### src/design/qyh_pkg.sv
// Shared constants, types and the arctangent table for the quaternion yaw pipeline.
package qyh_pkg;

    localparam int CORDIC_STAGES   = 16;
    localparam int ANGLE_FRAC_BITS = 7;
    localparam int QUAT_FRAC_BITS  = 14;
    localparam int ZACC_FRAC       = 20;
    localparam int SCALE_SHIFT     = 8;

    localparam int FIELD_W = 16;
    localparam int PROD_W  = 2 * FIELD_W;
    localparam int SUM_W   = PROD_W + 1;
    localparam int CW      = SUM_W + 1 + SCALE_SHIFT + 2;
    localparam int ZW      = ZACC_FRAC + 10;
    localparam int YW      = ANGLE_FRAC_BITS + 10;
    localparam int EW      = ((YW > FIELD_W) ? YW : FIELD_W) + 3;
    localparam int STAGE_W = (CORDIC_STAGES > 1) ? $clog2(CORDIC_STAGES) : 1;

    localparam int FRONT_DEPTH = 3;
    localparam int BACK_DEPTH  = 2;
    localparam int PIPE_DEPTH  = FRONT_DEPTH + CORDIC_STAGES + BACK_DEPTH;

    localparam int DROP       = ZACC_FRAC - ANGLE_FRAC_BITS;
    localparam int HALF_TURN  = 180 * (1 << ANGLE_FRAC_BITS);
    localparam int FULL_TURN  = 2 * HALF_TURN;

    localparam logic signed [CW-1:0] ONE_Q        = CW'(1) <<< (2 * QUAT_FRAC_BITS);
    localparam logic signed [ZW-1:0] QUARTER_Q20  = ZW'(90) <<< ZACC_FRAC;
    localparam logic signed [ZW-1:0] ROUND_BIAS   = ZW'(1) <<< (DROP - 1);

    typedef struct packed {
        logic signed [CW-1:0] x;
        logic signed [CW-1:0] y;
        logic signed [ZW-1:0] z;
        logic                 zero;
    } cordic_t;

    function automatic logic signed [ZW-1:0] atan_q20(input logic [STAGE_W-1:0] idx);
        logic signed [ZW-1:0] r;
        case (int'(idx))
            0:       r = ZW'(47185920);
            1:       r = ZW'(27855475);
            2:       r = ZW'(14718068);
            3:       r = ZW'(7471121);
            4:       r = ZW'(3750058);
            5:       r = ZW'(1876857);
            6:       r = ZW'(938658);
            7:       r = ZW'(469357);
            8:       r = ZW'(234682);
            9:       r = ZW'(117342);
            10:      r = ZW'(58671);
            11:      r = ZW'(29335);
            12:      r = ZW'(14668);
            13:      r = ZW'(7334);
            14:      r = ZW'(3667);
            15:      r = ZW'(1833);
            16:      r = ZW'(917);
            17:      r = ZW'(458);
            18:      r = ZW'(229);
            19:      r = ZW'(115);
            20:      r = ZW'(57);
            21:      r = ZW'(29);
            22:      r = ZW'(14);
            23:      r = ZW'(7);
            default: r = '0;
        endcase
        return r;
    endfunction

endpackage

### src/design/qyh_cordic_stage.sv
// One vectoring-mode CORDIC micro-rotation with its pipeline register.
module qyh_cordic_stage
    import qyh_pkg::*;
(
    input  logic               clk,
    input  logic               en,
    input  logic [STAGE_W-1:0] shift,
    input  cordic_t            d,
    output cordic_t            q
);

    logic signed [CW-1:0] xs;
    logic signed [CW-1:0] ys;
    logic signed [ZW-1:0] step;
    cordic_t              q_next;
    cordic_t              q_reg;

    always_comb
    begin
        xs          = d.x >>> shift;
        ys          = d.y >>> shift;
        step        = atan_q20(shift);
        q_next.zero = d.zero;
        if (d.y >= 0)
        begin
            q_next.x = d.x + ys;
            q_next.y = d.y - xs;
            q_next.z = d.z + step;
        end
        else
        begin
            q_next.x = d.x - ys;
            q_next.y = d.y + xs;
            q_next.z = d.z - step;
        end
    end

    always_ff @(posedge clk)
    begin
        if (en)
        begin
            q_reg <= q_next;
        end
    end

    assign q = q_reg;

endmodule

### config.mk
export PLATFORM = sky130hd
export DESIGN_NAME = qyh_cordic_stage
export DESIGN_NICKNAME = d
export VERILOG_FILES = /design/src/design/qyh_pkg.sv /design/src/design/qyh_cordic_stage.sv
export SDC_FILE = /design/constraint.sdc
export NUM_CORES = 1
export LEC_CHECK = 0
export ABC_AREA = 1
export BUFFER_PORTS_ARGS = -buffer_cell sky130_fd_sc_hd__buf_4
export CAP_MARGIN = 10
export CORE_MARGIN = 4
export CORE_UTILIZATION = 29
export DETAILED_ROUTE_END_ITERATION = 8
export MAX_ROUTING_LAYER = met4
export SLEW_MARGIN = 20
export SYNTH_ARGS = -nofsm -noshare
export SYNTH_HDL_FRONTEND = slang
export SYNTH_SLANG_ARGS = --single-unit
### constraint.sdc
create_clock -name clk -period 11.9 [get_ports clk]
set_input_delay 2.975 -clock clk [delete_from_list [all_inputs] [get_ports clk]]
set_output_delay 2.975 -clock clk [all_outputs]
set_load 0.05 [all_outputs]
After elaboration in Yosys (flattened, before gate mapping)
Memory sizes are Yosys's and may differ from the RTL's.
Index checks and enable logic that the tools add are counted.
Cells by class
  $add $sub $neg: 6
  multiply operators: 0
  divide/modulo/power cells: 0
  order comparisons: 1
  equality and inequality tests: 0
  shift-type cells: 2
  muxes and demuxes: 1
  bitwise operators: 0
  reduce and logical (&&, ||, !) cells: 0
Operator list (number)
  118-bit 2-to-1 mux: 1
  44-bit adder: 2
  44-bit by 4-bit >>> shifter with 44-bit output: 2
  44-bit subtractor: 2
  44-bit by 1-bit greater-or-equal comparator with 1-bit output, second input constant: 1
  30-bit adder: 1
  30-bit subtractor: 1
Word-level totals
  flip-flop bits (word level): 119
  latch bits: 0
  RAM bits: 0
  bits in read-only memories: 416
  input bits: 125
  output and inout port bits: 119
  memories kept: 1
Memories
  (no name shown): words 16, bits a word 26, rd ports 1, clocked after memory_dff 0, write ports 0, line qyh_pkg.sv:40  | case (int'(idx))

Logic depth before layout (Yosys ltp)
  depth in word-level cells: 3
  mapped depth: 32
  mapped depth without buffers: 30

Least setup slack after synthesis
No wires, ideal clock.
  path kind: input -> register
  start point: input shift[1]
  end point: register q_reg (netlist bit q[22]), data pin
  data arrival time: 6.485 ns
  data required time: 11.638 ns
  slack: 5.153 ns
  stages: 23
  path buffers: 3
  cells stage by stage: buf_4 > inv_4 > buf_4 > buf_4 > ha_1 > nor2_1 > nor2_1 > a211oi_1 > nand3_1 > nor3_1 > nand4_1 > a21oi_1 > a21oi_1 > ha_1 > nand2_1 > inv_1 > a21oi_1 > nand2_1 > a31oi_1 > o21ai_0 > a21boi_0 > o21bai_1 > xor2_1
RTL lines
  from (decl): line qyh_cordic_stage.sv:7  | input logic [STAGE_W-1:0] shift,
  to (signal assigned): line qyh_cordic_stage.sv:42  | q_reg <= q_next;
  to (decl): line qyh_cordic_stage.sv:16  | cordic_t q_reg;

==> results.md <==
- # DRC: 0
- FFs w/ async S/R, synth: 0
- First-pass DRT Iterations: 6
- Hold-fix buffers, CTS: 0
- Number of enable flip-flop cells after synthesis: 119
- Worst Path Arrival: 8.33 ns
- Routability cong.: 0.9752
- ANT nets after route: 0
- Top_reg_cell synth: edfxtp_1
- Nets: 3328
- Setup Fix Bufs, Post-CTS: 0
- Post-DP Area: 0.02054 mm2
- Average size of a mapped cell: 6.266 um2
- Detailed placer's ending HPWL: 56.89 mm
- Vias in the first global route: 18790
- Die area: 0.06659 mm2
- First-pass GRT wire length: 104.4 mm
- Synth unique cells: 52
- Grt ovf: 0
- Tightest Pin Transition: 0.9824 ns
- Layout cell share with drive strength beyond 1: 0.1091
- HP Class: input pin to flip-flop
- CP startpoint kind: input pin
- Post-synthesis sequential area ratio: 0.1971
- Vias per std cell: 5.042
- Flip-flop count of the largest register after layout: 119
- Final Hold Fails: 0
- Syn_nets: 3154
- Total track usage: 0.2048
- Routed length per instance: 17.35 um
- Antenna violations before repair: 5
- TritonCTS Buffers: 17
- Worst vdd ir: 0.00007820 V
- Clock buffer depth: 2
- Sequential share of power: 0.223
- Setup violations, final: 0
- Largest net degree at the start of global routing: 84
- Routed WL: 68.07 mm
- Synthesized cell area: 0.01813 mm2
- Die height: 258.1 um
- Post-Route Utilization: 0.3421
- FF+latch count, synth: 119
- Port Buffer Count: 243
- TritonCTS clock tree: done
- Clock power share: 0.177
- Crit share post-route: 0.6808
- Rel. slew slack: 0.3427
- Clock Sinks: 119
- P per Cell Area: 140.9 mW/mm2
- Reg area: 0.003573 mm2
- Synth Instances: 2894
- IO Count: 244
- Via count: 19779
- Area of the multi-input gates: 0.01295 mm2
- Crit-path leading delay family: simple AND/OR/NAND/NOR gates
- Setup CP Type: input pin to flip-flop
- Status: completed
- Sw frac: 0.4970
- Fill cell count: 6840
- Reg clk slew, reported paths: 0.07 ns
- Area Growth Syn to Fin: 16.65%
- CP endpoint: q[110]
- Cell row count: 91
- Die X: 258.1 um
- CP dominant cell by count: nand2_1
- Worst Path Max Fanout: 78
- Critical Path Slowest Stage Cell: buf_4
- Pleak: 9.884 nW
- First DRT Iteration DRCs: 1567
- Htree depth: 4
- Crit end category: flip-flop
- MaxCap Viol Count: 0
- Total core area: 0.06183 mm2
- P_int: 1.499 mW
- Switching Power: 1.481 mW
- Fmax: 123.4 MHz
- Tmin final: 8.102 ns
- Comb pwr share: 0.600
- WP data required: 12.13 ns
- Initial core utilization: 0.2933
- Critical Path Start: shift[0]
- RSZ-0062 raised after global routing: false
- Crit path buf inv count: 4
- Post-CTS resize count: 0
- Synth Warn #: 0
- Slowest stage delay, CP: 0.64 ns
- Fin area: 0.02115 mm2
- Max Transition Viols Final: 0
- Final setup TNS: 0 ns
- Clock Tree Root: clkbuf_16
- Crit path depth: 26
==> metrics by stage <==
step,power [mW],worst slack [ns],cells,hold slack (ns)
floorplan,1.949,5.153,2894,3.074
global placement,2.466,3.377,3886,3.153
detailed placement,2.461,3.437,3886,3.157
CTS,3.006,3.937,3918,2.644
global route,3.187,3.354,3923,2.652
finish,2.979,3.798,3923,2.690
==> cells by family (layout without fill, tap and decap cells) <==
logic type | after synthesis | count (layout) | share of synthesized area
DFF | 119 | 119 | 0.1971
buffers and inverters | 385 | 572 | 0.08881
xor gates and xnor gates | 195 | 195 | 0.09419
and+or+nand+nor | 1619 | 1619 | 0.3841
AOI/OAI and AO/OA | 441 | 441 | 0.1414
adders and majority gates | 135 | 135 | 0.09440
other | 0 | 5 | 0
==> how the worst min path moves through the flow <==
| stage | slack [ns] | start | depth (start not counted) | to |
|---|---|---|---|---|
| 3_3_place_gp | 3.15 | d[0] | 1 | q[0] |
| 6_report | 2.69 | d[0] | 1 | q[0] |
| 3_5_place_dp | 3.16 | d[0] | 1 | q[0] |
| 2_1_floorplan | 3.07 | d[0] | 0 | q[0] |
| 4_1_cts | 2.64 | d[0] | 1 | q[0] |
| 5_1_grt | 2.65 | d[0] | 1 | q[0] |
==> cell usage after synthesis (8+ instances only) <==
cell      number  area share
nor2_1       261       0.054
nor4_1        18      0.0062
buf_1         19      0.0039
nand2_1      795        0.16
nand4_1       29       0.010
xor2_1       123       0.059
buf_6          8      0.0050
o221ai_1       8      0.0039
inv_1        281       0.058
edfxtp_1     119        0.20
a31oi_1       29       0.010
buf_2         28      0.0077
ha_1         132       0.091
o21ai_1       22      0.0061
nand3_1      438        0.12
nor2_2        14      0.0048
xnor2_1       72       0.035
a21o_1        11      0.0046
nor3_1        33      0.0091
o21ai_0      100       0.028
o21bai_1      10      0.0041
o211ai_1      31       0.013
buf_4         18      0.0075
o21a_1        21      0.0087
clkbuf_1      24      0.0050
a21oi_1      178       0.049
==> layout by cell type, fill, tap and decap left out, types with 4 or more instances in the layout <==
master	n
o21ai_1	22
nand3b_1	7
nand2_2	6
nand3_2	4
nor2_4	5
o31ai_1	5
nor2_2	14
buf_4	252
diode_2	5
ha_1	132
o221ai_1	8
xnor2_1	72
nor3_1	33
a21boi_0	6
nor4_1	18
clkinv_4	5
inv_2	6
o211ai_1	31
nand2_1	795
o21ai_0	100
o21a_1	21
a31oi_1	29
a21o_1	11
clkbuf_16	17
a21oi_1	178
xor2_1	123
edfxtp_1	119
nand3_1	438
nand4_1	29
inv_1	281
nor2_1	261
o21ai_2	7
o21bai_1	10
==> power groups by stage <==
stage          Clock, mW  Combinational, mW  Sequential [mW]
3_3_place_gp           0               1.79            0.674
2_1_floorplan          0              0.869             1.08
6_report           0.526               1.79            0.665
4_1_cts            0.547               1.79            0.668
5_1_grt            0.561               1.95            0.677
3_5_place_dp           0               1.79            0.676
==> layout make-up <==
| cell class | count | share of cell area |
|---|---|---|
| Tap cell | 837 | 0.04951 |
| Timing Repair Buffer | 252 | 0.08944 |
| Multi-Input combinational cell | 2390 | 0.6122 |
| Clock buffer | 17 | 0.02011 |
| Antenna cell | 5 | 0.0005915 |
| Clock inverter | 15 | 0.007986 |
| Inverter | 288 | 0.05123 |
| Sequential cell | 119 | 0.1689 |
==> routing by layer <==
layer | part of all wire | wire (um) | global-route usage
met3 | 0.053 | 3615 | 0.03099
met2 | 0.47 | 32280 | 0.3390
met1 | 0.43 | 29130 | 0.2481
met4 | 0.045 | 3038 | 0.08937
met5 | 0 | 0 | -
No activity file was read; power rests on OpenSTA's default activity.
