[src/design/qyh_pkg.sv]
// Shared constants, types and the arctangent table for the quaternion yaw pipeline.
package qyh_pkg;

    localparam int CORDIC_STAGES   = 16;
    localparam int ANGLE_FRAC_BITS = 7;
    localparam int QUAT_FRAC_BITS  = 14;
    localparam int ZACC_FRAC       = 20;
    localparam int SCALE_SHIFT     = 8;

    localparam int FIELD_W = 16;
    localparam int PROD_W  = 2 * FIELD_W;
    localparam int SUM_W   = PROD_W + 1;
    localparam int CW      = SUM_W + 1 + SCALE_SHIFT + 2;
    localparam int ZW      = ZACC_FRAC + 10;
    localparam int YW      = ANGLE_FRAC_BITS + 10;
    localparam int EW      = ((YW > FIELD_W) ? YW : FIELD_W) + 3;
    localparam int STAGE_W = (CORDIC_STAGES > 1) ? $clog2(CORDIC_STAGES) : 1;

    localparam int FRONT_DEPTH = 3;
    localparam int BACK_DEPTH  = 2;
    localparam int PIPE_DEPTH  = FRONT_DEPTH + CORDIC_STAGES + BACK_DEPTH;

    localparam int DROP       = ZACC_FRAC - ANGLE_FRAC_BITS;
    localparam int HALF_TURN  = 180 * (1 << ANGLE_FRAC_BITS);
    localparam int FULL_TURN  = 2 * HALF_TURN;

    localparam logic signed [CW-1:0] ONE_Q        = CW'(1) <<< (2 * QUAT_FRAC_BITS);
    localparam logic signed [ZW-1:0] QUARTER_Q20  = ZW'(90) <<< ZACC_FRAC;
    localparam logic signed [ZW-1:0] ROUND_BIAS   = ZW'(1) <<< (DROP - 1);

    typedef struct packed {
        logic signed [CW-1:0] x;
        logic signed [CW-1:0] y;
        logic signed [ZW-1:0] z;
        logic                 zero;
    } cordic_t;

    function automatic logic signed [ZW-1:0] atan_q20(input logic [STAGE_W-1:0] idx);
        logic signed [ZW-1:0] r;
        case (int'(idx))
            0:       r = ZW'(47185920);
            1:       r = ZW'(27855475);
            2:       r = ZW'(14718068);
            3:       r = ZW'(7471121);
            4:       r = ZW'(3750058);
            5:       r = ZW'(1876857);
            6:       r = ZW'(938658);
            7:       r = ZW'(469357);
            8:       r = ZW'(234682);
            9:       r = ZW'(117342);
            10:      r = ZW'(58671);
            11:      r = ZW'(29335);
            12:      r = ZW'(14668);
            13:      r = ZW'(7334);
            14:      r = ZW'(3667);
            15:      r = ZW'(1833);
            16:      r = ZW'(917);
            17:      r = ZW'(458);
            18:      r = ZW'(229);
            19:      r = ZW'(115);
            20:      r = ZW'(57);
            21:      r = ZW'(29);
            22:      r = ZW'(14);
            23:      r = ZW'(7);
            default: r = '0;
        endcase
        return r;
    endfunction

endpackage

[src/design/qyh_front.sv]
// Front end: component products, x and y forming, and quarter-turn pre-rotation.
module qyh_front
    import qyh_pkg::*;
(
    input  logic                       clk,
    input  logic [FRONT_DEPTH-1:0]     en,
    input  logic signed [FIELD_W-1:0]  quat_real,
    input  logic signed [FIELD_W-1:0]  quat_i,
    input  logic signed [FIELD_W-1:0]  quat_j,
    input  logic signed [FIELD_W-1:0]  quat_k,
    output cordic_t                    q
);

    logic signed [PROD_W-1:0] p_rk_reg;
    logic signed [PROD_W-1:0] p_ij_reg;
    logic signed [PROD_W-1:0] p_jj_reg;
    logic signed [PROD_W-1:0] p_kk_reg;

    logic signed [SUM_W-1:0]  sum_y;
    logic signed [SUM_W-1:0]  sum_sq;
    logic signed [CW-1:0]     x_next;
    logic signed [CW-1:0]     y_next;
    logic signed [CW-1:0]     x_reg;
    logic signed [CW-1:0]     y_reg;
    logic                     zero_reg;
    cordic_t                  rot_next;
    cordic_t                  rot_reg;

    always_ff @(posedge clk)
    begin
        if (en[0])
        begin
            p_rk_reg <= quat_real * quat_k;
            p_ij_reg <= quat_i * quat_j;
            p_jj_reg <= quat_j * quat_j;
            p_kk_reg <= quat_k * quat_k;
        end
    end

    always_comb
    begin
        sum_y  = SUM_W'(p_rk_reg) + SUM_W'(p_ij_reg);
        sum_sq = SUM_W'(p_jj_reg) + SUM_W'(p_kk_reg);
        y_next = CW'(sum_y) <<< (SCALE_SHIFT + 1);
        x_next = (ONE_Q - (CW'(sum_sq) <<< 1)) <<< SCALE_SHIFT;
    end

    always_ff @(posedge clk)
    begin
        if (en[1])
        begin
            x_reg    <= x_next;
            y_reg    <= y_next;
            zero_reg <= (x_next == '0) && (y_next == '0);
        end
    end

    always_comb
    begin
        rot_next.zero = zero_reg;
        rot_next.x    = x_reg;
        rot_next.y    = y_reg;
        rot_next.z    = '0;
        if (x_reg < 0)
        begin
            if (y_reg >= 0)
            begin
                rot_next.x = y_reg;
                rot_next.y = -x_reg;
                rot_next.z = QUARTER_Q20;
            end
            else
            begin
                rot_next.x = -y_reg;
                rot_next.y = x_reg;
                rot_next.z = -QUARTER_Q20;
            end
        end
    end

    always_ff @(posedge clk)
    begin
        if (en[2])
        begin
            rot_reg <= rot_next;
        end
    end

    assign q = rot_reg;

endmodule

[config.mk]
export PLATFORM = sky130hd
export DESIGN_NAME = qyh_front
export DESIGN_NICKNAME = d
export VERILOG_FILES = /design/src/design/qyh_pkg.sv /design/src/design/qyh_front.sv
export SDC_FILE = /design/constraint.sdc
export NUM_CORES = 2
export LEC_CHECK = 0
export BUFFER_PORTS_ARGS = -buffer_cell sky130_fd_sc_hd__buf_4
export CORE_MARGIN = 5
export CORE_UTILIZATION = 45
export DETAILED_ROUTE_END_ITERATION = 16
export PLACE_DENSITY = 0.7
export SETUP_SLACK_MARGIN = 0.02
export SYNTH_ARGS = -nofsm -noshare
export SYNTH_HDL_FRONTEND = slang
export SYNTH_SLANG_ARGS = --single-unit
[constraint.sdc]
create_clock -name clk -period 7.7 [get_ports clk]
set_input_delay 0.385 -clock clk [delete_from_list [all_inputs] [get_ports clk]]
set_output_delay 0.385 -clock clk [all_outputs]
set_load 0.01 [all_outputs]
; ---- After elaboration in Yosys (flattened, before gate mapping)
; Cells that the tools add are included.
[totals]
latchBits = 0
ram_bits = 0
mem_bits_ro = 0
out_inout_bits = 119
register_bits = 317
memories = 0
[classes]
order_cmp = 2
n_mul = 4
addsub = 5
div_mod_pow = 0
muxes = 2
shift = 0
n_eq_ne = 0
n_reduce_logical = 5
bitwise = 1
[ops]
columns = cell, count
row1 = 2-to-1 mux 118 bit, 2
row2 = multiplier 16 x 16 -> 32 bit, 4
row3 = zero test 44 bit, 2
row4 = adder 32 x 32 -> 33 bit, 2
row5 = "less-than comparator 44 x 1 -> 1 bit, second input constant", 1
row6 = negation 42 -> 44 bit, 1
row7 = negation 44 bit, 1
row8 = ">= comparator 42 x 1 -> 1 bit, second input constant", 1
row9 = "subtractor 30 x 34 -> 35 bit, first input constant", 1
row10 = AND reduction 2 bit, 1
row11 = OR reduction 2 bit, 1
row12 = logical AND 1 bit, 1
row13 = NOT 1 bit, 1

; ---- Longest topological paths before layout
[logic_depth]
depth_word = 4
mapped_depth = 29
mapped_depth_nobuf = 28

; ---- Worst setup path before layout
; Ideal clock, no wire load.
[synth_timing]
path_type = input port to flip-flop
from = input quat_k[7]
to = register p_rk_reg[31], data pin
path_stages = 26
setup_time_ps = 260
slack_ps = 776
required_time_ps = 7440
arrival_time_ps = 6664
path_cell_list = clkbuf_1 clkbuf_1 nand2_1 fa_1 inv_1 fa_1 inv_1 fa_1 inv_1 fa_1 fa_1 inv_1 fa_1 inv_1 ha_1 a21o_1 a21o_1 or3_1 o21ai_0 o311a_1 a211oi_1 a41o_1 o41a_1 a21o_1 a21oi_1 xnor2_1
[synth_between]
elab_chain_cells = 1
[synth_rtl]
columns = element, line_no
row1 = from (decl), qyh_front.sv:10  ; input logic signed [FIELD_W-1:0] quat_k,
row2 = multiplier 16 x 16 -> 32 bit, qyh_front.sv:33  ; p_rk_reg <= quat_real * quat_k;
row3 = to (signal assigned), qyh_front.sv:33
row4 = to (decl), qyh_front.sv:14  ; logic signed [PROD_W-1:0] p_rk_reg;
; No other way between the ends.
; A chain may end at the register's enable or synchronous reset.

; ---- Worst setup path after layout
[layout_timing]
from = input quat_k[1]
to = register p_rk_reg[31], data pin
; Same word-level chain as after synthesis.

==> impl_metrics.tcl <==
set metrics [dict create \
    status "complete, no violations" \
    die_area_um2 122000 \
    cts_hold_buf 0 \
    setup_viol 0 \
    post_cts_buffers 0 \
    drive_gt1_share_pct 5.37 \
    maxSlewViolCount 0 \
    antenna_found_initial 6 \
    ys_ff_latch 268 \
    cts_buffers 29 \
    grt_first_pass_wirelength_um 200000 \
    wire_per_inst_um 17.3 \
    finClkSkew_ps 19.4 \
    cp_max_fo 36 \
    area_delta_synth_final_pct 6.54 \
    rrSetupSlack_ps 1620 \
    die_h_um 350 \
    dpl.hpwl_um 100000 \
    ctsLongestPathBuffers 3 \
    startpoint_type "input port" \
    antenna_left 0 \
    worstSetupPathType "input port to flop" \
    ctsHtreeMaxLevel 1 \
    hold_class "input port to flop" \
    synth.largest_area_cell "fa_1" \
    drt_first_pass_iters 5 \
    root_buffer "clkbuf_16" \
    ys_seq_area_share_pct 15.5 \
    yosysTopAreaCellShare_pct 38.3 \
    cts_tree "done" \
    syn_area_per_cell_um2 9.61 \
    drt_drc_violations_left 0 \
    pin_count 187 \
    grt_max_degree 110 \
    setup_tns_ps 0 \
    maxCapViolCount 0 \
    holdPathEnd "p_kk_reg[0]" \
    grt_overflow 0 \
    port_buffers 147 \
    grt.total_usage_pct 20.2 \
    synthFlopType "edfxtp_1" \
    largest_register_ff_count 74 \
    holdCritStartpoint "quat_k[0]" \
    drt-vias-per-instance 5.15 \
    fin_crit_ps 6710 \
    core_um2 115000 \
    synth-edff-count 268 \
    syn_area_um2 52000 \
    synth_compound_area_share_pct 7.27 \
    n_fill_cell 10478 \
    synth-xor-area-share_pct 4.82 \
    drtIter0Drc 2267 \
    clock-sinks 268 \
    ys_types 90 \
    synth-adder-area-share_pct 48.3 \
    timing_hold_violations_final 0 \
    fin_crit_sh_pct 87.2 \
    nets 6908 \
    reg2regPathDepth 15 \
    place.gp.congestion 0.904 \
    synthSimpleGateAreaFrac_pct 12.7 \
    rsz0062_at_grt "no" \
    dp_cells 6912 \
    cts.repair.resized 0 \
    core.rowCount 124 \
    die_x_um 350 \
    ys_warn_count 0 \
    worstSetupEndpointType "flop" \
    worst_r2r_endpoint "zero_reg" \
    vias 35862 \
    muxShareOfSynthArea_pct 0.243 \
    path_clk_slew_ps 60 \
    wirelength_um 120000 \
    rr_startpoint "p_kk_reg[2]" \
    slew_headroom_pct 19.8 \
    arrival_ps 7040 \
    first_global_vias 38225 \
    syn_inst 5408 \
    holdPathStages 1 \
    initial_core_util_pct 45.4 \
    clk_latency_ps 590 \
    required_ps 8030 \
    fin_cells 6969 \
    synthTopCellsByArea "fa_1, edfxtp_1, ha_1, inv_1, and2_1" \
    tightest_slew_ps 1200 \
    synth_top_family_by_area "adder cells" \
    fmax_mhz 149 \
    async_flop_share_pct 0 \
]
-- worst max-delay path by stage --
stage | start | to | slack (ps) | depth (start not counted)
6_report | quat_k[1] | p_rk_reg[31] | 990 | 21
4_1_cts | quat_k[1] | p_rk_reg[31] | 1020 | 21
3_5_place_dp | quat_k[1] | p_rk_reg[31] | 410 | 21
5_1_grt | quat_j[8] | p_jj_reg[29] | 680 | 28
2_1_floorplan | quat_k[7] | p_rk_reg[31] | 780 | 26
3_3_place_gp | quat_k[7] | p_rk_reg[31] | 550 | 25
-- cell usage after synthesis, types with 7 or more instances --
cell type	n
a2111oi_0	7
a211o_1	7
a211oi_1	16
a21o_1	58
a21oi_1	207
a31o_2	16
a31oi_1	17
and2_1	335
and3_1	17
buf_4	45
clkbuf_1	168
edfxtp_1	268
fa_1	994
ha_1	415
inv_1	1285
mux2i_1	7
nand2_1	472
nand2b_1	33
nand3_1	34
nand4_1	8
nor2_1	273
nor2b_1	22
nor3_1	54
nor3b_1	7
nor4_1	12
o21a_1	23
o21ai_0	82
o21bai_1	27
o31ai_1	16
o41ai_1	10
or2_2	20
or3_1	28
or4_1	8
xnor2_1	207
xor2_1	79
-- area by class of cell --
class,instances,area (um2),area share (%)
multi-input cells,3670,38200,69.1
flip-flops and latches,268,8050,14.5
inverters,1289,4840,8.74
well taps,1512,1890,3.42
repair buffers,173,1300,2.34
clock buffers,31,733,1.32
clock inverters,23,319,0.576
diodes,3,7.51,0.0136
-- through the flow --
stage,util (%),hold WS (ps),setup WS [ps],instance area [um2]
6_report,48.4,164,986,55400
5_1_grt,48.4,143,679,55400
4_1_cts,48.4,134,1020,55400
3_5_place_dp,47.4,460,406,54300
3_3_place_gp,47.4,455,550,54300
2_1_floorplan,-,400,776,52100
-- worst max-delay path, cell delays in order --
cell and delay (ps):
buf_4 380, nand2_1 170, fa_1 550, fa_1 590
fa_1 470, fa_1 550, inv_1 50, fa_1 490
fa_1 430, ha_1 360, a21o_1 190, a21o_1 210
or3_1 340, o21ai_0 400, o311a_1 290, a211oi_1 130
a41o_1 270, o41a_1 340, a21o_1 180, a21oi_1 160
xnor2_1 80
-- metal layers --
| layer | vias up | global-route usage, % | wire [um] |
|---|---|---|---|
| li1 | 16583 | - | - |
| met1 | 17975 | 27.6 | 51400 |
| met2 | 1104 | 34.1 | 57100 |
| met3 | 194 | 3.39 | 8660 |
| met4 | 6 | 4.57 | 3140 |
| met5 | - | 0 | 53 |
-- kinds of logic (layout without fill, tap and decap cells) --
group / after synthesis / in the layout
fa+ha+maj: 1409 / 1409
mux: 12 / 12
buf+inv: 1510 / 1516
other cells: 1 / 44
compound gates: 570 / 570
xor+xnor: 286 / 286
simple gates: 1352 / 1352
flops: 268 / 268
-- cell usage in the layout, fill, tap and decap left out, drive strengths merged, types with 173 or more instances in the layout --
cell type,n
inv,1289
fa,994
nand2,472
ha,415
and2,336
nor2,273
edfxtp,268
a21oi,212
xnor2,207
buf,173
Power is not shown: default switching activity piles up to over one toggle a cycle in this logic, so the estimate is an artifact.
