==> src/design/qyh_pkg.sv <==
// Shared constants, types and the arctangent table for the quaternion yaw pipeline.
package qyh_pkg;

    localparam int CORDIC_STAGES   = 16;
    localparam int ANGLE_FRAC_BITS = 7;
    localparam int QUAT_FRAC_BITS  = 14;
    localparam int ZACC_FRAC       = 20;
    localparam int SCALE_SHIFT     = 8;

    localparam int FIELD_W = 16;
    localparam int PROD_W  = 2 * FIELD_W;
    localparam int SUM_W   = PROD_W + 1;
    localparam int CW      = SUM_W + 1 + SCALE_SHIFT + 2;
    localparam int ZW      = ZACC_FRAC + 10;
    localparam int YW      = ANGLE_FRAC_BITS + 10;
    localparam int EW      = ((YW > FIELD_W) ? YW : FIELD_W) + 3;
    localparam int STAGE_W = (CORDIC_STAGES > 1) ? $clog2(CORDIC_STAGES) : 1;

    localparam int FRONT_DEPTH = 3;
    localparam int BACK_DEPTH  = 2;
    localparam int PIPE_DEPTH  = FRONT_DEPTH + CORDIC_STAGES + BACK_DEPTH;

    localparam int DROP       = ZACC_FRAC - ANGLE_FRAC_BITS;
    localparam int HALF_TURN  = 180 * (1 << ANGLE_FRAC_BITS);
    localparam int FULL_TURN  = 2 * HALF_TURN;

    localparam logic signed [CW-1:0] ONE_Q        = CW'(1) <<< (2 * QUAT_FRAC_BITS);
    localparam logic signed [ZW-1:0] QUARTER_Q20  = ZW'(90) <<< ZACC_FRAC;
    localparam logic signed [ZW-1:0] ROUND_BIAS   = ZW'(1) <<< (DROP - 1);

    typedef struct packed {
        logic signed [CW-1:0] x;
        logic signed [CW-1:0] y;
        logic signed [ZW-1:0] z;
        logic                 zero;
    } cordic_t;

    function automatic logic signed [ZW-1:0] atan_q20(input logic [STAGE_W-1:0] idx);
        logic signed [ZW-1:0] r;
        case (int'(idx))
            0:       r = ZW'(47185920);
            1:       r = ZW'(27855475);
            2:       r = ZW'(14718068);
            3:       r = ZW'(7471121);
            4:       r = ZW'(3750058);
            5:       r = ZW'(1876857);
            6:       r = ZW'(938658);
            7:       r = ZW'(469357);
            8:       r = ZW'(234682);
            9:       r = ZW'(117342);
            10:      r = ZW'(58671);
            11:      r = ZW'(29335);
            12:      r = ZW'(14668);
            13:      r = ZW'(7334);
            14:      r = ZW'(3667);
            15:      r = ZW'(1833);
            16:      r = ZW'(917);
            17:      r = ZW'(458);
            18:      r = ZW'(229);
            19:      r = ZW'(115);
            20:      r = ZW'(57);
            21:      r = ZW'(29);
            22:      r = ZW'(14);
            23:      r = ZW'(7);
            default: r = '0;
        endcase
        return r;
    endfunction

endpackage

==> src/design/qyh_back.sv <==
// Back end: yaw rounding and half-turn fold, heading error wrap, output registers.
module qyh_back
    import qyh_pkg::*;
(
    input  logic                       clk,
    input  logic [BACK_DEPTH-1:0]      en,
    input  cordic_t                    d,
    input  logic signed [FIELD_W-1:0]  target,
    output logic signed [FIELD_W-1:0]  yaw_angle,
    output logic signed [FIELD_W-1:0]  reported_heading,
    output logic signed [FIELD_W-1:0]  heading_error
);

    logic signed [ZW-1:0]      rnd;
    logic signed [YW-1:0]      yaw_next;
    logic signed [YW-1:0]      yaw_reg;
    logic signed [YW-1:0]      neg_yaw;
    logic signed [EW-1:0]      err_raw;
    logic signed [EW-1:0]      err_next;
    logic signed [FIELD_W-1:0] yaw_out_reg;
    logic signed [FIELD_W-1:0] head_out_reg;
    logic signed [FIELD_W-1:0] err_out_reg;

    always_comb
    begin
        rnd      = (d.z + ROUND_BIAS) >>> DROP;
        yaw_next = d.zero ? '0 : YW'(rnd);
        if (yaw_next > YW'(HALF_TURN))
        begin
            yaw_next = yaw_next - YW'(FULL_TURN);
        end
        else if (yaw_next < -YW'(HALF_TURN))
        begin
            yaw_next = yaw_next + YW'(FULL_TURN);
        end
    end

    always_ff @(posedge clk)
    begin
        if (en[0])
        begin
            yaw_reg <= yaw_next;
        end
    end

    always_comb
    begin
        neg_yaw  = -yaw_reg;
        err_raw  = EW'(target) - EW'(yaw_reg) + EW'(HALF_TURN);
        err_next = err_raw;
        if (err_raw < 0)
        begin
            err_next = err_raw + EW'(FULL_TURN);
        end
        else if (err_raw >= EW'(FULL_TURN))
        begin
            err_next = err_raw - EW'(FULL_TURN);
        end
        err_next = err_next - EW'(HALF_TURN);
    end

    always_ff @(posedge clk)
    begin
        if (en[1])
        begin
            yaw_out_reg  <= yaw_reg[FIELD_W-1:0];
            head_out_reg <= neg_yaw[FIELD_W-1:0];
            err_out_reg  <= err_next[FIELD_W-1:0];
        end
    end

    assign yaw_angle        = yaw_out_reg;
    assign reported_heading = head_out_reg;
    assign heading_error    = err_out_reg;

endmodule

==> config.mk <==
export PLATFORM = sky130hd
export DESIGN_NAME = qyh_back
export DESIGN_NICKNAME = d
export VERILOG_FILES = /design/src/design/qyh_pkg.sv /design/src/design/qyh_back.sv
export SDC_FILE = /design/constraint.sdc
export NUM_CORES = 1
export LEC_CHECK = 0
export BUFFER_PORTS_ARGS = -buffer_cell sky130_fd_sc_hd__buf_2
export CAP_MARGIN = 20
export CORE_UTILIZATION = 41
export DETAILED_ROUTE_END_ITERATION = 10
export GPL_TIMING_DRIVEN = 0
export PLACE_DENSITY = 0.65
export SLEW_MARGIN = 20
export SYNTH_ARGS = -nofsm -noshare
export SYNTH_HDL_FRONTEND = slang
export SYNTH_SLANG_ARGS = --single-unit
==> constraint.sdc <==
create_clock -name clk -period 16.2 [get_ports clk]
set_clock_uncertainty 0.2 [all_clocks]
set_input_delay 2.43 -clock clk [delete_from_list [all_inputs] [get_ports clk]]
set_output_delay 2.43 -clock clk [all_outputs]
set_load 0.02 [all_outputs]
Word level (Yosys, flattened, before mapping)

Cells that the tools add are included.

Bits of input ports: 138
Register bits after elaboration: 65

Magnitude comparators: 4
Muxes and demuxes: 5
Add/subtract/negate cells: 9

Operators by type and width:

| kind                                                                               | count |
|---|---|
| 17-bit two-way mux                                                                 | 3 |
| 16-bit two-way mux                                                                 | 2 |
| 16-bit subtractor (second input constant)                                          | 2 |
| 30-bit by 14-bit adder with 30-bit output (second input constant)                  | 1 |
| 18-bit by 16-bit adder with 19-bit output (second input constant)                  | 1 |
| 19-bit by 17-bit >= comparator with 1-bit output (second input constant)           | 1 |
| 19-bit by 1-bit < comparator with 1-bit output (second input constant)             | 1 |
| 16-bit by 17-bit subtractor with 18-bit output                                     | 1 |
| 17-bit adder (second input constant)                                               | 1 |
| 17-bit by 16-bit greater-than comparator with 1-bit output (second input constant) | 1 |
| 17-bit by 16-bit < comparator with 1-bit output (second input constant)            | 1 |
| 17-bit subtractor (second input constant)                                          | 1 |
| 16-bit adder (second input constant)                                               | 1 |
| 16-bit negator                                                                     | 1 |

Longest topological paths before layout

Depth after elaboration: 6
Gate-level depth with buffers: 21
Mapped depth without buffers: 21

Worst setup path before layout

Ideal clock, no wire load.

Kind: input-to-reg
From: in target[1]
To: reg err_out_reg[15] (netlist: heading_error[15]), data pin
Cell stages on the path: 19
Path buffers: 0
Data required time: 15.735 ns
Setup slack: 9.210 ns
Arrival time: 6.524 ns
Setup time: 0.265 ns
Cell sequence: ha_1 -> ha_1 -> fa_1 -> a211oi_1 -> o21ai_1 -> a31oi_1 -> xnor2_1 -> inv_1 -> ha_1 -> nand3_1 -> or3_1 -> nor2_1 -> a2111oi_4 -> o31ai_4 -> nand2_2 -> xor2_1 -> and3_1 -> a2111oi_2 -> nand2_1

Cells in the longest elaborated chain, start to end: 6
Elaborated cells on any way between the ends: 9

Ends and longest elaborated chain:

| item                                                                                         | RTL line                       | source |
|---|---|---|
| start, declared                                                                              | qyh_back.sv:8                  | `input logic signed [FIELD_W-1:0] target,` |
| 16-bit by 17-bit subtractor with 18-bit output *                                             | qyh_back.sv:49                 | `err_raw = EW'(target) - EW'(yaw_reg) + EW'(HALF_TURN);` |
| 18-bit by 16-bit adder with 19-bit output *                                                  | qyh_back.sv:49                 |  |
| 16-bit subtractor / 19-bit by 17-bit >= comparator with 1-bit output (equally long branches) | qyh_back.sv:57, qyh_back.sv:55 |  |
| 16-bit two-way mux                                                                           | qyh_back.sv:55                 | `else if (err_raw >= EW'(FULL_TURN))` |
| 16-bit two-way mux *                                                                         | qyh_back.sv:51                 | `if (err_raw < 0)` |
| 16-bit subtractor *                                                                          | qyh_back.sv:59                 | `err_next = err_next - EW'(HALF_TURN);` |
| named net err_next[15]                                                                       | qyh_back.sv:19                 | `logic signed [EW-1:0] err_next;` |
| end signal, assigned                                                                         | qyh_back.sv:68                 | `err_out_reg <= err_next[FIELD_W-1:0];` |
| end, declared                                                                                | qyh_back.sv:22                 | `logic signed [FIELD_W-1:0] err_out_reg;` |

Mark *: on every way through the listed nets, which the timed path passes. The rest lies on a longest branch.
A chain may end at the register's enable or synchronous reset.

Final worst setup path

Same ends and word-level chain as after synthesis.

==> metrics.cfg <==
[status]
status=complete, no violations

[power_and_ir_drop]
ir_drop_mv=0.0665
p_leak_nw=2.37
powerDensity_nw_per_um2=137

[timing]
timing.setup.tns_ns=0
setup_violations=0
tightest_slew_ns=0.817
finalMaxSlewViolations=0
period_share_pct=45.4
max_freq_mhz=136
relSlewSlack_pct=45.1
period_needed_ns=7.35
hold_viol=0
rsz0062_at_grt=false

[clock_tree]
cts_max_level=3
cts.clk_slew.worst_paths_ns=0.06
hold_buffers=0
cts_tree=yes
cts-root-buf=clkbuf_16
cts_setup_buffers=0
cts_buffers=9
cts_buffer_depth=2
clock_sinks=64
clock_latency_ns=0.33
ctsResizeCount=0

[critical_path]
r2r_end=heading_error[15]
r2r_slack_ns=10.50
r2r_cells=20
cp-end-kind=register
cpPeakStageDelay_ns=0.52
crit_chain=buf_2 > ha_1 > ha_1 > fa_1 > a211oi_1 > o21ai_1 > a31oi_1 > xnor2_1 > inv_1 > ha_1 > nand3_1 > or3_1 > nor2_1 > a2111oi_4 > o31ai_4 > nand2_2 > xor2_1 > nor4_1 > a2111oi_2 > nand2_1
worstPathRequired_ns=16.07
critPathTopFamily=compound AO/OA/AOI/OAI gates
regToRegStartpoint=yaw_reg[1]
critPathLaunchType=input pin
path_class=in2reg
slowest_stage=o31ai_4
crit_arrival_ns=7.23
crit_top_cell=ha_1
crit_buf_inv=2
crit_path_max_fanout=10

[drt]
antenna_left=0
dr.pass1.iters=4
drc_errors=0
wl_um=10000
wire_per_inst_um=14.2
vias=3743
first_iter_violations=124
viasPerCell=5.31

[synthesis]
synthCells=460
ys_warn_count=0
synthArstFlopShare_pct=0
synth-edff-count=64
syn-num-nets=641
synth_area_um2=4770
ys_ff_latch=64
synthDistinctLibCells=72
ys_seq_area_share_pct=40.3
ys.flop_type=edfxtp_1
avgSynthCellArea_um2=10.4

[hold_path]
hold_end=yaw_angle[4]
worstHoldPathType=reg2reg
hold_depth=0
min_from=yaw_reg[4]

[place]
port_buffers=85
post-dp-hpwl_um=7740
placed_area_um2=5380
globalplace.congestion=0.844

[floorplanning]
core-area_um2=11400
die_y_um=110
dieArea_um2=12100
io_pins=186
start_util_pct=42.0
die_w_um=110
fp-row-count=39

[flow_run]
drv_cap=0

[final_layout]
postLayoutCellArea_um2=5750
area_growth_pct=20.4
diodes=0
drive_gt1_share_pct=24.0
nets=738
largest_register_ffs=17
multiInputGateArea_um2=2660
n_fill_cell=1056
regArea_um2=1920

[grt]
grt_max_degree=48
antenna_found_initial=1
grt_pass1_vias=3476
grt_overflow_total=0
grt_first_pass_wirelength_um=16100
track_usage_pct=17.4

Yosys cell counts, drive strengths merged (7+ instances only):
cell,n,area [um2]
xnor2,28,253
and2,8,52.6
edfxtp,64,1920
ha,42,526
a21o,7,53.8
a211oi,8,65.1
nand3,15,75.1
or3,7,43.8
xor2,23,209
nand4,7,43.8
a21oi,25,129
nor2,32,123
o21ai,19,95.1
nand2,33,129
nor4,7,58.8
o21a,7,52.6
inv,38,143
cell type report:
type / instances / share of cell area (%)
flip-flops and latches: 64 / 33.4
repair buffers: 86 / 7.75
multi-input cells: 348 / 46.2
well taps: 143 / 3.11
inverters: 38 / 2.48
clock buffers: 9 / 3.92
plain buffers: 10 / 0.893
clock inverters: 7 / 2.18
stage by stage:
| stage | worst slack [ns] | power, W | hold WS (ns) | instances | util, % |
|---|---|---|---|---|---|
| final | 8.85 | 0.000787 | 0.254 | 705 | 50.5 |
| after global routing | 8.39 | 0.000835 | 0.270 | 705 | 50.5 |
| after CTS | 8.84 | 0.000793 | 0.254 | 704 | 50.4 |
| after detailed placement | 8.49 | 0.000562 | 0.246 | 688 | 47.3 |
| after global placement | 8.55 | 0.000554 | 0.240 | 688 | 47.3 |
| after floorplan | 9.21 | 0.000491 | 0.226 | 460 | - |
cell usage in the layout, fill, tap and decap left out, types with 9 or more instances in the layout:
cell	Yosys	routed
nand3_1	15	15
a21oi_1	24	24
xnor2_1	27	27
xor2_1	22	22
o21ai_0	13	13
ha_1	42	42
nor2_1	31	31
inv_1	37	37
buf_2	2	87
edfxtp_1	64	64
nand2_1	31	31
clkbuf_16	0	9
worst reg2reg max path: cells and delay by family (launching register included):
kind | cells | cell delay (ns)
buf+inv | 2 | 0.35
simple gates | 6 | 0.87
fa+ha+maj | 4 | 1.09
xor+xnor | 2 | 0.66
compound gates | 6 | 1.83
flops | 1 | 0.44
worst max-delay path by stage:
stage | start | endpoint | depth (start not counted)
6_report | target[1] | heading_error[15] | 20
5_1_grt | target[1] | heading_error[15] | 20
4_1_cts | target[1] | heading_error[15] | 20
3_5_place_dp | target[1] | heading_error[15] | 20
3_3_place_gp | target[1] | heading_error[15] | 20
2_1_floorplan | target[1] | heading_error[15] | 19
per-layer routing:
| metal | routed length (um) | track usage (%) | vias to the layer above | share of wire (%) |
|---|---|---|---|---|
| li1 | - | - | 1889 | - |
| met1 | 4390 | 20.4 | 1754 | 44 |
| met2 | 4840 | 29.8 | 83 | 48 |
| met3 | 599 | 5.51 | 15 | 6.0 |
| met4 | 148 | 6.29 | 2 | 1.5 |
| met5 | 13 | 0 | - | 0.13 |
where the power goes:
group | total [W] | internal, W | switching, W
combinational | 0.000329 | 0.000133 | 0.000196
clock | 0.000227 | 0.000152 | 0.0000751
sequential | 0.000230 | 0.000220 | 0.00000988
cells by family (layout without fill, tap and decap cells):
group           Yosys count  count (layout)  share of synthesized area, %
xor+xnor                 51              51                          9.68
fa+ha+maj                43              43                          11.4
mux                       3               3                         0.656
compound gates          104             104                          17.3
flops                    64              64                          40.3
buf+inv                  48             150                          4.06
simple gates            147             147                          16.6
No activity file was read; power rests on OpenSTA's default activity.
